==> config.mk <==
export PLATFORM = sky130hd
export DESIGN_NAME = qau_sqrt
export DESIGN_NICKNAME = d
export VERILOG_FILES = /design/src/qau_pkg.sv /design/src/qau_sqrt.sv
export SDC_FILE = /design/constraint.sdc
export NUM_CORES = 2
export LEC_CHECK = 0
export BUFFER_PORTS_ARGS = -buffer_cell sky130_fd_sc_hd__buf_2
export CORE_AREA = 2 2 322 404
export CTS_CLUSTER_SIZE = 12
export DETAILED_ROUTE_END_ITERATION = 12
export DIE_AREA = 0 0 324 406
export PLACE_DENSITY = 0.77
export RECOVER_POWER = 50
export SYNTH_ARGS = -nofsm -noshare
export SYNTH_HDL_FRONTEND = slang
export SYNTH_SLANG_ARGS = --single-unit
==> constraint.sdc <==
create_clock -name clk_i -period 7.6 [get_ports clk_i]
set_input_delay 0 -clock clk_i [delete_from_list [all_inputs] [get_ports clk_i]]
set_output_delay 0 -clock clk_i [all_outputs]
set_load 0.005 [all_outputs]
==> src/qau_pkg.sv <==
// Shared constants, operation and status codes and transfer types of the quaternion unit.
package qau_pkg;

  localparam int DATA_W         = 32;
  localparam int FRAC_BITS      = 16;
  localparam int PROD_W         = 2 * DATA_W;
  localparam int SUM_W          = PROD_W + 2;
  localparam int POS_W          = $clog2(DATA_W);
  localparam int NORM_MSB       = 29;
  localparam int U_W            = NORM_MSB + 1;
  localparam int SQ_W           = 2 * U_W;
  localparam int SS_W           = SQ_W + 2;
  localparam int ROOT_W         = SS_W / 2;
  localparam int SQRT_PER_STAGE = 2;
  localparam int SQRT_STAGES    = (ROOT_W + SQRT_PER_STAGE - 1) / SQRT_PER_STAGE;
  localparam int SQRT_STEPS     = SQRT_STAGES * SQRT_PER_STAGE;
  localparam int DVD_W          = DATA_W + FRAC_BITS;
  localparam int DIV_PER_STAGE  = 2;
  localparam int DIV_STAGES     = (DVD_W + DIV_PER_STAGE - 1) / DIV_PER_STAGE;
  localparam int DIV_STEPS      = DIV_STAGES * DIV_PER_STAGE;

  typedef enum logic [2:0] {
    OP_MUL   = 3'd0,
    OP_ADD   = 3'd1,
    OP_SUB   = 3'd2,
    OP_SCALE = 3'd3,
    OP_DIV   = 3'd4,
    OP_DOT   = 3'd5,
    OP_NORM  = 3'd6
  } op_e;

  typedef enum logic [1:0] {
    ST_OK   = 2'd0,
    ST_SAT  = 2'd1,
    ST_DIVZ = 2'd2
  } status_e;

  typedef struct packed {
    logic [2:0]               operation;
    logic signed [DATA_W-1:0] a_x;
    logic signed [DATA_W-1:0] a_y;
    logic signed [DATA_W-1:0] a_z;
    logic signed [DATA_W-1:0] a_w;
    logic signed [DATA_W-1:0] b_x;
    logic signed [DATA_W-1:0] b_y;
    logic signed [DATA_W-1:0] b_z;
    logic signed [DATA_W-1:0] b_w;
    logic signed [DATA_W-1:0] scalar_in;
  } in_item_t;

  typedef struct packed {
    logic signed [DATA_W-1:0] r_x;
    logic signed [DATA_W-1:0] r_y;
    logic signed [DATA_W-1:0] r_z;
    logic signed [DATA_W-1:0] r_w;
    logic signed [DATA_W-1:0] scalar_out;
    logic [1:0]               status;
  } out_item_t;

endpackage

==> src/qau_sqrt.sv <==
// Pipelined digit-by-digit integer square root, floor of the root of the radicand.
module qau_sqrt (
  input  logic                        clk_i,
  input  logic                        en_i,
  input  logic [qau_pkg::SS_W-1:0]    rad_i,
  output logic [qau_pkg::ROOT_W-1:0]  root_o
);

  localparam int STAGES = qau_pkg::SQRT_STAGES;
  localparam int PER    = qau_pkg::SQRT_PER_STAGE;
  localparam int STEPS  = qau_pkg::SQRT_STEPS;
  localparam int RAD_W  = 2 * STEPS;
  localparam int REM_W  = STEPS + 3;

  logic [REM_W-1:0] rem_q  [STAGES];
  logic [STEPS-1:0] root_q [STAGES];
  logic [RAD_W-1:0] rad_q  [STAGES];

  for (genvar g = 0; g < STAGES; g++) begin : g_stage
    logic [REM_W-1:0] rem_in, rem_d, trial;
    logic [STEPS-1:0] root_in, root_d;
    logic [RAD_W-1:0] rad_in, rad_d;

    if (g == 0) begin : g_first
      assign rem_in  = '0;
      assign root_in = '0;
      assign rad_in  = RAD_W'(rad_i);
    end else begin : g_next
      assign rem_in  = rem_q[g-1];
      assign root_in = root_q[g-1];
      assign rad_in  = rad_q[g-1];
    end

    // Each step brings down two radicand bits and tries the next root bit.
    always_comb begin
      rem_d  = rem_in;
      root_d = root_in;
      rad_d  = rad_in;
      trial  = '0;
      for (int s = 0; s < PER; s++) begin
        rem_d = {rem_d[REM_W-3:0], rad_d[RAD_W-1 -: 2]};
        rad_d = rad_d << 2;
        trial = REM_W'({root_d, 2'b01});
        if (rem_d >= trial) begin
          rem_d  = rem_d - trial;
          root_d = {root_d[STEPS-2:0], 1'b1};
        end else begin
          root_d = {root_d[STEPS-2:0], 1'b0};
        end
      end
    end

    always_ff @(posedge clk_i) begin
      if (en_i) begin
        rem_q[g]  <= rem_d;
        root_q[g] <= root_d;
        rad_q[g]  <= rad_d;
      end
    end
  end

  assign root_o = root_q[STAGES-1][qau_pkg::ROOT_W-1:0];

endmodule

==> run metrics <==
Slew HR -295%; syn_area_per_cell roughly 10 sq um; Setup violations, final 0; ys flop type edfxtp_1; GRT overflow 0; Final period util 91.9%; busiest grt layer met2; Worst Setup End Kind register; vias in the first global route 58688; Final Max Slew Viols between 100 and 150; Gate Count Post-Synth 7653; Crit path depth 22; number of antenna-violating nets in the routed design 0; cells on worst reg2reg path 22; global routing met2 resource utilization 54.6%; Final Util 66.7%; share of cells above drive strength 1 between 6 and 7%; Peak supply drop between 0.3 and 0.4 mV; WL final 203000 microns; full die area 132000 sq um; CTS clk-pin slew, worst paths 0.06 ns; Worst Path Required slightly above 8 ns; Inst Count DP 9318; Fin. Hold Viols 0; synthesis-to-layout area growth 10.1%; worst skew pair latency 0.81 ns; Tot Pwr 28100 uW; num ports 95; register area share after synthesis 46.6%; M3 GR Usage 3.90%; initial antenna violation count 5; Port-buffer cells 94; routed vias/inst between 6 and 7; status finished with violations; worst-case clock skew 0.0609 ns; Hold Path Class input port to register; minimum clock period ~7.0 ns; M1 GR Usage around 34%; largest net degree at the start of global routing 176; Post-synth ARST share 0%; H-Tree Depth 4; post-synth top area share 46.6%; WP buf/inv 3; CTS sink cnt 1201; Yosys cell types 101; Synth Cell Area 77400 sq um; Residual DRC 0; via count just over 60000; # Max-Cap Violations 2; first-pass GRT wire length 314000 microns; dominant cell by count in the synthesized netlist edfxtp_1; most frequent cells after synthesis 1201 x edfxtp_1, 635 x nand2_1, 618 x a21oi_1; core box area between 100000 and 150000 sq um; NumNets Final 8452; non-filler cells, final between 9000 and 10000; HPWL after detailed placement 152000 microns; initial core utilization 60.6%; Clock Path Buffers 3; Routability Congestion a little under 1; CP Launch Type register; crit path cell chain inv_1 -> ha_1 -> and3_1 -> or3b_2 -> or3_1 -> o21ai_0 -> nor3b_1 -> nand2_1 -> buf_4 -> a21oi_1 -> ha_1 -> and3_1 -> and2_1 -> o21ai_0 -> nor4_1 -> o211ai_1 -> a31oi_1 -> a22o_1 -> nor3_2 -> inv_2 -> nand4_1 -> xnor2_1; CTS tree done; Lkg Pwr ~0.033 uW; FP Rows 147; Chip Height around 410 microns; PD cells 329 nW/um^2; Yosys reg bits 1201; cell family with most CP delay simple AND/OR/NAND/NOR gates; top cells by area, synth edfxtp_1 47%, ha_1 8.6%, xnor2_1 5.1%; drt pass-1 iters 6; critical path arrival around 7.5 ns; syn_nets between 8000 and 9000; Post-synth EDFFs 1201; failing checks capacitance limit, slew limit; Placed Area about 80000 sq um; slowest stage cell, crit path nor4_1; Clock Tree Root clkbuf_16; RSZ-0062 raised after global routing no; CP peak stage delay 0.53 ns; design area between 80000 and 90000 sq um; crit path kind register to register; wire per inst 21.0 microns; worst-path fanout max 39; Slew @ Worst Pin slightly below 6 ns; die width 324 microns; Synth area leader edfxtp_1; TritonCTS Buffers 131; Synth Warn # 0; DR iter-0 viols 5328; worst hold path depth 2; f_max 0.143 GHz; Fin Setup TNS 0 ns; GR Util All Layers 30.6%
[where the power goes]
group	internal (uW)	switching [uW]	total (uW)	leakage [uW]
sequential	8820	932	9750	0.0115
combinational	4930	7000	11900	0.0198
clock	3650	2740	6400	0.00204
[logic make-up after synthesis]
family / count (synthesis) / synth area share [%]
other cells: 1 / 0.00484
simple gates: 2438 / 15.7
flops: 1201 / 46.6
fa+ha+maj: 530 / 8.56
xor+xnor: 732 / 8.28
compound gates: 1995 / 16.3
buf+inv: 664 / 3.25
mux: 92 / 1.30
[worst register-to-register path: stages, from the launching register on]
cell      delay [ns]
edfxtp_1        0.47
inv_1           0.11
ha_1            0.42
and3_1          0.21
or3b_2          0.50
or3_1           0.41
o21ai_0         0.20
nor3b_1         0.18
nand2_1         0.13
buf_4           0.38
a21oi_1         0.23
ha_1            0.41
and3_1          0.30
and2_1          0.18
o21ai_0         0.16
nor4_1          0.53
o211ai_1        0.31
a31oi_1         0.40
a22o_1          0.26
nor3_2          0.07
inv_2           0.46
nand4_1         0.24
xnor2_1         0.19
[worst paths after layout]
kind	startpoint	endpoint	slack [ns]
worst max register to register	root_q[1][146]	rem_q[1][205]	0.62
worst min register to register	rad_q[0][230]	rad_q[0][294]	0.41
worst min-delay path	rad_i[57]	rad_q[0][57]	0.06
worst max-delay path	root_q[1][146]	rem_q[1][205]	0.62
[layout by cell type (no fill, tap or decap), types with 49 or more instances in the layout]
cell type / netlist / final
o21bai_1: 62 / 62
ha_1: 530 / 530
clkbuf_1: 165 / 58
or3_1: 82 / 82
clkbuf_16: 0 / 131
inv_1: 451 / 451
nand2_1: 635 / 635
nor2_1: 596 / 596
dlygate4sd3_1: 0 / 120
o31ai_1: 62 / 62
a21oi_1: 618 / 618
and3_1: 70 / 70
or4_1: 49 / 49
nor4_1: 94 / 94
nor3_1: 184 / 182
xnor2_1: 455 / 455
nand3_1: 192 / 191
nor2b_1: 90 / 89
and2_1: 57 / 56
o21ai_0: 440 / 440
o21a_1: 91 / 91
a21o_1: 248 / 248
buf_2: 12 / 59
a31oi_1: 71 / 71
a211oi_1: 51 / 51
mux2_2: 66 / 66
nand2b_1: 90 / 90
edfxtp_1: 1201 / 1201
xor2_1: 277 / 277
buf_4: 2 / 50
nand4_1: 101 / 101
[registers in the layout (all words and copies together) (netlist names)]
name,count
rad_q,480
rem_q,465
root_q,256
[layer usage]
| metal | up-vias | share of wire [%] | wire length [microns] |
|---|---|---|---|
| li1 | 28799 | - | - |
| met1 | 28583 | 36 | 74100 |
| met2 | 2238 | 51 | 104000 |
| met3 | 684 | 5.2 | 10500 |
| met4 | 2 | 7.3 | 14900 |
| met5 | - | 0.0064 | 13 |
[through the flow]
stage / worst slack (ns) / hold slack [ns]
final: 0.618 / 0.0597
after global routing: 0.179 / 0.0249
after detailed placement: 0.626 / 0.178
after global placement: 0.872 / 0.176
after CTS: 0.591 / 0.0125
after floorplan: 1.33 / 0.0989
[timing repair]
item | CTS | global route
buffers inserted | 0 | 0
resized for setup | 0 | 1
endpoints found under the setup margin | 0 | 2
endpoints found under the hold margin | 161 | 0
hold buffers | 120 | 0
[area by class of cell]
cell class | instances | area (sq um)
fill | 9740 | 42600
multi-input combinational | 5788 | 38900
sequential | 1201 | 36100
clock buffer | 153 | 3360
tap | 1713 | 2140
timing repair buffer | 271 | 2110
inverter | 465 | 1750
clock inverter | 57 | 931
antenna | 2 | 5.00
Note: power is estimated with default switching activity, not from simulation.
